===== src/hdl/zonal_class_remap_core_assert.svh =====
// Assertion macros used by the core design file.
`ifndef ZONAL_CLASS_REMAP_CORE_ASSERT_SVH
`define ZONAL_CLASS_REMAP_CORE_ASSERT_SVH
`ifndef SYNTHESIS
`define ZCR_ASSERT_IMPL(label, clk, rst, ante, cons, msg) \
  label: assert property (@(posedge clk) disable iff (rst) (ante) |-> (cons)) else $error(msg);
`define ZCR_ASSERT_NEXT(label, clk, rst, ante, cons, msg) \
  label: assert property (@(posedge clk) disable iff (rst) (ante) |=> (cons)) else $error(msg);
`else
`define ZCR_ASSERT_IMPL(label, clk, rst, ante, cons, msg)
`define ZCR_ASSERT_NEXT(label, clk, rst, ante, cons, msg)
`endif
`endif


===== src/hdl/zcr_ram.sv =====
// ----------------------------------------------------------------------------
// zcr_ram
// Single-port-write, one-read RAM with registered read data.
// ----------------------------------------------------------------------------
module zcr_ram #(
  parameter int Width = 8,
  parameter int Depth = 16
) (
  input  logic                     clk,
  input  logic                     wr_en,
  input  logic [$clog2(Depth)-1:0] wr_addr,
  input  logic [Width-1:0]         wr_data,
  input  logic [$clog2(Depth)-1:0] rd_addr,
  output logic [Width-1:0]         rd_data
);
  logic [Width-1:0] mem [Depth];

  always_ff @(posedge clk) begin
    if (wr_en) begin
      mem[wr_addr] <= wr_data;
    end
    rd_data <= mem[rd_addr];
  end
endmodule


===== config.mk =====
export PLATFORM = sky130hd
export DESIGN_NAME = zcr_ram
export DESIGN_NICKNAME = d
export VERILOG_FILES = /design/src/hdl/zonal_class_remap_core_assert.svh /design/src/hdl/zcr_ram.sv
export SDC_FILE = /design/constraint.sdc
export NUM_CORES = 1
export LEC_CHECK = 0
export ABC_AREA = 1
export BUFFER_PORTS_ARGS = -buffer_cell sky130_fd_sc_hd__buf_2
export CORE_UTILIZATION = 45
export CTS_BUF_LIST = sky130_fd_sc_hd__clkbuf_16
export CTS_CLUSTER_SIZE = 20
export DETAILED_ROUTE_END_ITERATION = 8
export HOLD_SLACK_MARGIN = 0.03
export SYNTH_ARGS = -nofsm -noshare
export SYNTH_HDL_FRONTEND = slang
export SYNTH_SLANG_ARGS = --single-unit

===== constraint.sdc =====
create_clock -name clk -period 1.1 [get_ports clk]
set_input_delay 0.11 -clock clk [delete_from_list [all_inputs] [get_ports clk]]
set_output_delay 0.11 -clock clk [all_outputs]
set_load 0.02 [all_outputs]

==> out/metrics.csv, run 1 <==
metric,value,unit
start_util,0.470,
critPathMaxFanout,1,
finish.utilization,0.549,
synth_compound_area_frac,0,
cts_tree,done,
synth_top_family_by_area,simple AND/OR/NAND/NOR gates,
antenna_left,0,
syn2layout_area_growth,16.7,%
die_w,115,microns
cp-start-kind,register,
drc,0,
vias,3764,
synth-main-ff-cell,edfxtp_1,
synth_top_cell_by_area,edfxtp_1,
post_route_cells_drive_above_1_share,0.121,
place_hpwl,7950,microns
gr-usage-met3,0.0727,
die_area,0.0133,sq mm
synth_cell_types,12,
numClockSinks,136,
ir_drop,1800,uV
maxCapViolCount,0,
fin_nets,616,
crit_slowest_cell,dfxtp_1,
diodes,0,
grt_max_degree,37,
synth-simple-area-share,0.210,
rows,40,
synth_xor_area_frac,0,
avgSynthCellArea,10.5,sq um
antenna_found_initial,0,
grt_overflow_total,0,
totalWireLength,12700,microns
cts_htree_levels,4,
synth_top_cell_area_share,0.667,
port_buffers,25,
post_cts_buffers,0,
clockRootBuffer,clkbuf_16,
slew_violations,0,
max_slew_margin,0.740,
synth_fp_nets,569,
final-hold-violation-count,0,
ys_top_cells_by_count,"173 x nand2_1, 128 x edfxtp_1, 100 x inv_1, 97 x nand3_1, 17 x nor2_1",
grt_use_met1,0.273,
yosysWarnings,0,
drtPass1Iterations,5,
via_per_inst,4.83,
busiest_layer,met2,
critPathBufInv,1,
min_period,1060,ps
clk_latency,410,ps
r2r_slack,40,ps
grt_pass1_vias,3650,
dpl.cell_count,747,
cts.path.max_buffers,2,
synth_seq_cells,136,
gp_congestion,0.822,
use_met2,0.340,
min_period_over_period,0.963,
yosys-top-cells-area,"edfxtp_1 67%, nand2_1 11%, nand3_1 8.4%",
cellPowerDensity,1680,mW/mm^2
worstPathArrival,950,ps
drtIter0Drc,283,
required,990,ps
fmax,0.944,GHz
critPathTopFamily,flip-flops,
clk_pin_slew,50,ps
synthAdderAreaFrac,0,
cp_slowest_stage_delay,350,ps
grt_pass1_wl,20000,microns
crit_path_end_kind,output port,
core_area,0.0123,sq mm
netlist_instances,551,
synth_area,0.00577,sq mm
skew,8.06,ps
fillers,1087,
wl_per_cell,16.3,microns
synth_edf_count,128,
setup_violations,0,
worst_pin_slew,390,ps
final_cells,779,
yosysMostFrequentCell,nand2_1,
die_h,115,microns
track_usage,0.217,
cts_buffers,17,
io_pins,26,
synth.area.mux_share,0,
synth_seq_area_share,0.694,
min_path_type,in2reg,
status,completed,
worstSetupPathType,reg2out,
postSynth.asyncResetShare,0,
path_cells,buf_2,
postCtsHoldBufs,0,
leakagePower,2.95,nW
rsz0062_at_grt,false,
per-layer routing:
metal  vias to the layer above  part of all wire  wire length, microns
met5                         -                 0                     0
met4                         0             0.025                   318
met3                        17             0.055                   699
met2                        86              0.48                  6090
met1                      1788              0.44                  5560
li1                       1873                 -                     -
path summary, 6_finish.rpt:
check | cells past startpoint | end | start
min | 1 | mem[11][2]$_DFFE_PP_ | wr_data[2]
min reg2reg | 6 | rd_data[1]$_DFF_P_ | mem[13][1]$_DFFE_PP_
max | 1 | rd_data[7] | rd_data[7]$_DFF_P_
max reg2reg | 6 | rd_data[3]$_DFF_P_ | mem[1][3]$_DFFE_PP_
layout make-up:
type	count	area (sq um)	share of cell area
timing repair buffer	52	428	0.0636
tap	168	210	0.0312
clock buffer	17	425	0.0632
multi-input combinational	289	1220	0.181
clock inverter	15	58.8	0.00874
inverter	102	383	0.0569
sequential	136	4000	0.595
cell families (layout without fill, tap and decap cells):
group | Yosys count | after routing
flip-flops | 136 | 136
AND/OR/NAND/NOR | 289 | 289
buffers and inverters | 126 | 186
flip-flops by register name, indices dropped and copies added, names as in the netlist:
signal	count
mem	128
rd_data	8
stage by stage:
stage               setup TNS, ps  cell area [sq um]  hold slack, ps  power (mW)  setup WS [ps]
floorplan                       0               5770             209        6.38           39.2
global placement             -505               6240             525        6.72           -108
detailed placement          -1530               6240             526        6.74           -116
CTS                             0               6720            79.2        11.4           16.6
global route                    0               6730            94.4        11.7           2.07
finish                          0               6730            97.2        11.3           40.9
repair_timing:
action / CTS / global route
endpoints found under the hold margin: 0 / 0
gates resized for setup: 0 / 1
setup endpoints to repair: 0 / 1
report_power, final:
group	leakage [nW]	total [mW]	switching, mW	internal, mW
Combinational	1.47	0.794	0.538	0.256
Clock	0.260	4.65	1.90	2.75
Sequential	1.22	5.83	0.0318	5.80
cells in the final DEF, fill, tap and decap left out:
master / n
inv_1: 106
dfxtp_1: 8
clkinv_1: 7
nand3_1: 96
edfxtp_1: 128
buf_4: 19
clkbuf_16: 17
nand3_2: 1
buf_2: 25
buf_12: 8
clkinv_2: 2
nor2_1: 17
nand3b_1: 2
inv_2: 2
nand2_1: 173
Power figures use the tool's default switching activity.
==> run 2: changes to the inputs <==
CORE_UTILIZATION = 53   (was 45)
PLACE_DENSITY = 0.7   (was not set)
==> run 2 against run 1 <==
Compared with the run above:
- via count increased by 5.1%
- setup slack improved by 28 ps
- maximum frequency grew 2.7%
- utilization is 11 points higher
- global-route usage increased by 3.9 points
- final cell count fell by 3.9%
==> out/metrics.csv, run 2 (synthesized netlist as in run 1, its figures left out) <==
metric,value,unit,change
cts.path.max_buffers,2,,unchanged
post_cts_buffers,0,,unchanged
rsz0062_at_grt,false,,
cts_buffers,17,,unchanged
largest_reg_flops,128,,unchanged
critPathMaxFanout,1,,unchanged
antenna_left,0,,unchanged
gp_congestion,0.860,,+4.5%
die_w,106,microns,-7.7%
clk_latency,410,ps,about the same
die_h,106,microns,-7.7%
antenna_found_initial,0,,unchanged
clk_pin_slew,60,ps,about the same
syn2layout_area_growth,18.7,%,
totalWireLength,13200,microns,+3.9%
reg_top3,"mem x128, rd_data x8",,
r2r-end,rd_data[7]$_DFF_P_,,
place_hpwl,7930,microns,-0.25%
final_common_cell,nand2_1,,
fin_nets,618,,+0.32%
max_slew_margin,0.737,,-0.00336
core_area,0.0104,sq mm,-15%
drtIter0Drc,302,,+6.7%
final_cell_mix,"173 x nand2_1, 128 x edfxtp_1, 102 x inv_1",,
r2r_start,mem[3][7]$_DFFE_PP_,,
drc,0,,unchanged
maxCapViolCount,0,,unchanged
slew_violations,0,,unchanged
wl_per_cell,17.6,microns,+8.1%
cp-start-kind,register,,
min_period_over_period,0.937,,-0.0253
p_sw_frac,0.208,,-0.0115
vias,3957,,+5.1%
die_area,0.0113,sq mm,-15%
grt_overflow_total,0,,unchanged
critPathBufInv,1,,unchanged
pwr-share-seq,0.450,,-0.067
p_total,13.0,mW,+15%
min_period,1030,ps,-27.9 ps
tns,0,ps,unchanged
worstSetupPathType,reg2out,,
setup_violations,0,,unchanged
path_cells,buf_2,,
crit_path_end_kind,output port,,
status,completed,,
diodes,0,,unchanged
r2r_slack,80,ps,+40 ps
ir_drop,1310,uV,-27%
p_comb_frac,0.061,,-0.009
switchingPower,2.69,mW,+8.9%
grt_pass1_wl,20800,microns,+4.0%
crit_slowest_cell,dfxtp_1,,
min_path_type,in2reg,,
track_usage,0.257,,+0.0393
io_pins,26,,unchanged
grt_max_degree,65,,+76%
start_util,0.554,,+0.0833
cts_htree_levels,4,,unchanged
final-hold-violation-count,0,,unchanged
rows,37,,-7.5%
fmax,0.970,GHz,+2.7%
cp_slowest_stage_delay,330,ps,-20 ps
holdCritStartpoint,wr_data[7],,
clockRootBuffer,clkbuf_16,,
required,990,ps,about the same
leakagePower,3.01,nW,+2.0%
worstPathArrival,920,ps,-30 ps
min_path_cells,1,,unchanged
cellPowerDensity,1890,mW/mm^2,+13%
cts_tree,done,,
skew,8.93,ps,+0.872 ps
hold_path_end,mem[2][7]$_DFFE_PP_,,
clock_power_share,0.489,,+0.076
via_per_inst,5.28,,+9.3%
port_buffers,25,,unchanged
regMostFlops,mem,,
critPathTopFamily,flip-flops,,
grt_pass1_vias,3918,,+7.3%
internal_power,10.3,mW,+17%
numClockSinks,136,,unchanged
r2r.worst_path.cells,6,,unchanged
worst_pin_slew,395,ps,+5.04 ps
drtPass1Iterations,5,,unchanged
post_route_cells_drive_above_1_share,0.140,,+0.0192
## run 2: cell types whose count changed in the layout (fill, tap and decap cells not counted), sizes merged
cell,change
buf,+2
clkinvlp,+2
inv,-3
clkinv,-5
bufinv,+6
## run 2: routing by layer
metal | global-route usage | vias up | share of wire
li1 | - | 1874 | -
met5 | 0 | - | 0
met4 | 0.0913 | 0 | 0.022
met3 | 0.0441 | 26 | 0.065
met2 | 0.411 | 166 | 0.50
met1 | 0.356 | 1891 | 0.41
## run 2: timing repair
| item | 4_1_cts | 5_1_grt |
|---|---|---|
| hold buffers | 0 | 0 |
| endpoints found under the setup margin | 0 | 1 |
| gates resized for setup | 0 | 2 |
| hold endpoints to repair | 0 | 0 |
## run 2: power groups by stage
stage | sequential (mW) | combinational, mW | clock, mW
6_report | 5.83 | 0.789 | 6.33
5_1_grt | 5.84 | 0.868 | 6.59
4_1_cts | 5.83 | 0.787 | 6.38
3_5_place_dp | 5.94 | 0.777 | 0
3_3_place_gp | 5.93 | 0.759 | 0
2_1_floorplan | 5.97 | 0.409 | 0
## run 2: worst max path at each step
| stage | from | end | slack [ps] | cells past startpoint |
|---|---|---|---|---|
| after global routing | mem[7][4]$_DFFE_PP_ | rd_data[4]$_DFF_P_ | 30 | 6 |
| after CTS | mem[2][2]$_DFFE_PP_ | rd_data[2]$_DFF_P_ | 10 | 6 |
| after detailed placement | rd_addr[0] | rd_data[2]$_DFF_P_ | -80 | 7 |
| final | rd_data[3]$_DFF_P_ | rd_data[3] | 70 | 1 |
| after global placement | rd_addr[0] | rd_data[2]$_DFF_P_ | -80 | 7 |
| after floorplan | wr_addr[3] | mem[4][0]$_DFFE_PP_ | 40 | 2 |
## run 2: layout make-up
| class | count | area (sq um) |
|---|---|---|
| Timing Repair Buffer | 54 | 405 |
| Inverter | 102 | 383 |
| Clock inverter | 15 | 233 |
| Sequential cell | 136 | 4000 |
| Multi-Input combinational cell | 289 | 1220 |
| Tap cell | 136 | 170 |
| Clock buffer | 17 | 425 |
| Fill cell | 805 | 3570 |
## run 2: metrics by stage
stage	hold slack (ps)	utilization	cells	worst slack, ps	cell area (sq um)
final	128	0.657	749	68.8	6840
after global routing	130	0.657	749	26.9	6840
after CTS	125	0.656	749	11.2	6830
after detailed placement	524	0.593	717	-78.3	6180
after global placement	530	0.593	717	-82.8	6180
after floorplan	209	-	551	39.2	5770
==> run 3: changes to the inputs <==
HOLD_SLACK_MARGIN = 0.06   (was 0.03)
RECOVER_POWER = 100   (was not set)
==> run 3 against run 2 <==
Compared with the run above:
- maximum frequency is 0.77% lower
- global-route usage stayed put
- setup slack got worse by 8.0 ps
- die area unchanged
- sequential cell count did not move
- first-iteration DRC count is 7.9% higher
- count of clock-buffer cells in the layout stayed put
- routed wire length down 0.59%
- hold slack improved by 25 ps
- power shrank 0.21%
- critical path depth unchanged
- non-clock buffer count stayed put
- critical path type unchanged
==> out/metrics.csv, run 3 (synthesized netlist as in run 1, its figures left out) <==
metric,value,unit,change
io_pins,26,,unchanged
fmax,0.962,GHz,-0.77%
antenna_left,0,,unchanged
diodes,0,,unchanged
final_common_cell,nand2_1,,
port_buffers,25,,unchanged
post_route_cells_drive_above_1_share,0.108,,-0.0326
min_period,1040,ps,+8.04 ps
tns,0,ps,unchanged
wl_per_cell,17.5,microns,-0.59%
clk_latency,410,ps,about the same
postCtsHoldBufs,0,,unchanged
gp_congestion,0.860,,unchanged
fillers,822,,+2.1%
drtIter0Drc,326,,+7.9%
largest_reg_flops,128,,unchanged
skew,8.17,ps,-0.759 ps
track_usage,0.257,,unchanged
slew_violations,0,,unchanged
fin_nets,618,,unchanged
numClockSinks,136,,unchanged
ir_drop,1320,uV,+0.26%
rsz0062_at_grt,false,,
worst_pin_slew,960,ps,+565 ps
worstPathArrival,930,ps,about the same
worstSetupPathType,reg2out,,
crit_path_end_kind,output port,,
path_cells,clkbuf_2,,
regMostFlops,mem,,
die_area,0.0113,sq mm,unchanged
cts_htree_levels,4,,unchanged
status,completed,,
cellPowerDensity,1910,mW/mm^2,+0.78%
maxCapViolCount,0,,unchanged
wl_met3,851,microns,-1.0%
cp-start-kind,register,,
setup_violations,0,,unchanged
post_cts_buffers,0,,unchanged
crit_slowest_cell,dfxtp_1,,
drc,0,,unchanged
required,990,ps,about the same
holdWs,153,ps,+25.5 ps
min_period_over_period,0.945,,+0.00731
cts.path.max_buffers,2,,unchanged
grt_max_degree,65,,unchanged
grt_overflow_total,0,,unchanged
met1Wirelength,5400,microns,-0.48%
grt_pass1_vias,3918,,unchanged
max_slew_margin,0.360,,-0.377
die_h,106,microns,unchanged
top_layer_used,met4,,
met2WireLength,6560,microns,-0.49%
rows,37,,unchanged
reg_top3,"mem x128, rd_data x8",,
core_area,0.0104,sq mm,unchanged
clk_pin_slew,60,ps,about the same
grt_pass1_wl,20800,microns,unchanged
critPathMaxFanout,1,,unchanged
final_cell_mix,"173 x nand2_1, 128 x edfxtp_1, 102 x inv_1",,
place_hpwl,7930,microns,unchanged
antenna_found_initial,0,,unchanged
drtPass1Iterations,5,,unchanged
clockRootBuffer,clkbuf_16,,
via_per_inst,5.28,,-0.15%
critPathBufInv,1,,unchanged
final_area,0.00678,sq mm,-0.99%
finish.utilization,0.651,,-0.00649
leakagePower,2.94,nW,-2.4%
die_w,106,microns,unchanged
critPathTopFamily,flip-flops,,
final-hold-violation-count,0,,unchanged
min_path_type,in2reg,,
totalWireLength,13100,microns,-0.59%
vias,3951,,-0.15%
cts_buffers,17,,unchanged
dpl_cell_area,0.00618,sq mm,unchanged
cts_tree,done,,
cp_slowest_stage_delay,340,ps,about the same
start_util,0.554,,unchanged
syn2layout_area_growth,17.5,%,
[run 3: stage by stage]
stage	power (mW)	setup slack, ps	std cells
2_1_floorplan	6.38	39.2	551
3_3_place_gp	6.69	-82.8	717
3_5_place_dp	6.71	-78.3	717
6_report	12.9	60.7	749
4_1_cts	13.0	11.2	749
5_1_grt	13.3	15.5	749
[run 3: timing repair]
item                                    4_1_cts  5_1_grt
endpoints found under the setup margin        0        1
gates resized for setup                       0        2
hold endpoints to repair                      0        0
[run 3: worst reg2reg max path, stage by stage, from the launching register on]
cell	delay [ps]
edfxtp_1	400
inv_1	80
nand2_1	40
nand3_1	100
nand3_1	80
nand3_1	150
nand2_1	70
[run 3: worst paths after layout]
check,start,to,slack [ps],cells past startpoint
setup / recovery,rd_data[3]$_DFF_P_,rd_data[3],60,1
hold / removal,rd_addr[3],rd_data[7]$_DFF_P_,150,4
setup reg to reg,mem[3][7]$_DFFE_PP_,rd_data[7]$_DFF_P_,90,6
hold reg to reg,mem[14][4]$_DFFE_PP_,rd_data[4]$_DFF_P_,670,6
[run 3: final cells by class]
type	count	area, sq um	share of cell area
timing repair buffer	54	338	0.0499
clock buffer	17	425	0.0628
inverter	102	383	0.0565
clock inverter	15	233	0.0343
sequential	136	4000	0.591
multi-input combinational	289	1220	0.181
tap	136	170	0.0251
[run 3: where the power goes]
part           internal (mW)  switching, mW
sequential              5.80         0.0364
clock                   4.22           2.10
combinational          0.231          0.542
total                   10.2           2.68
[run 3: layer usage]
| metal | up-vias | global-route usage |
|---|---|---|
| met1 | 1891 | 0.356 |
| met5 | - | 0 |
| met4 | 0 | 0.0913 |
| li1 | 1879 | - |
| met3 | 28 | 0.0441 |
| met2 | 153 | 0.411 |
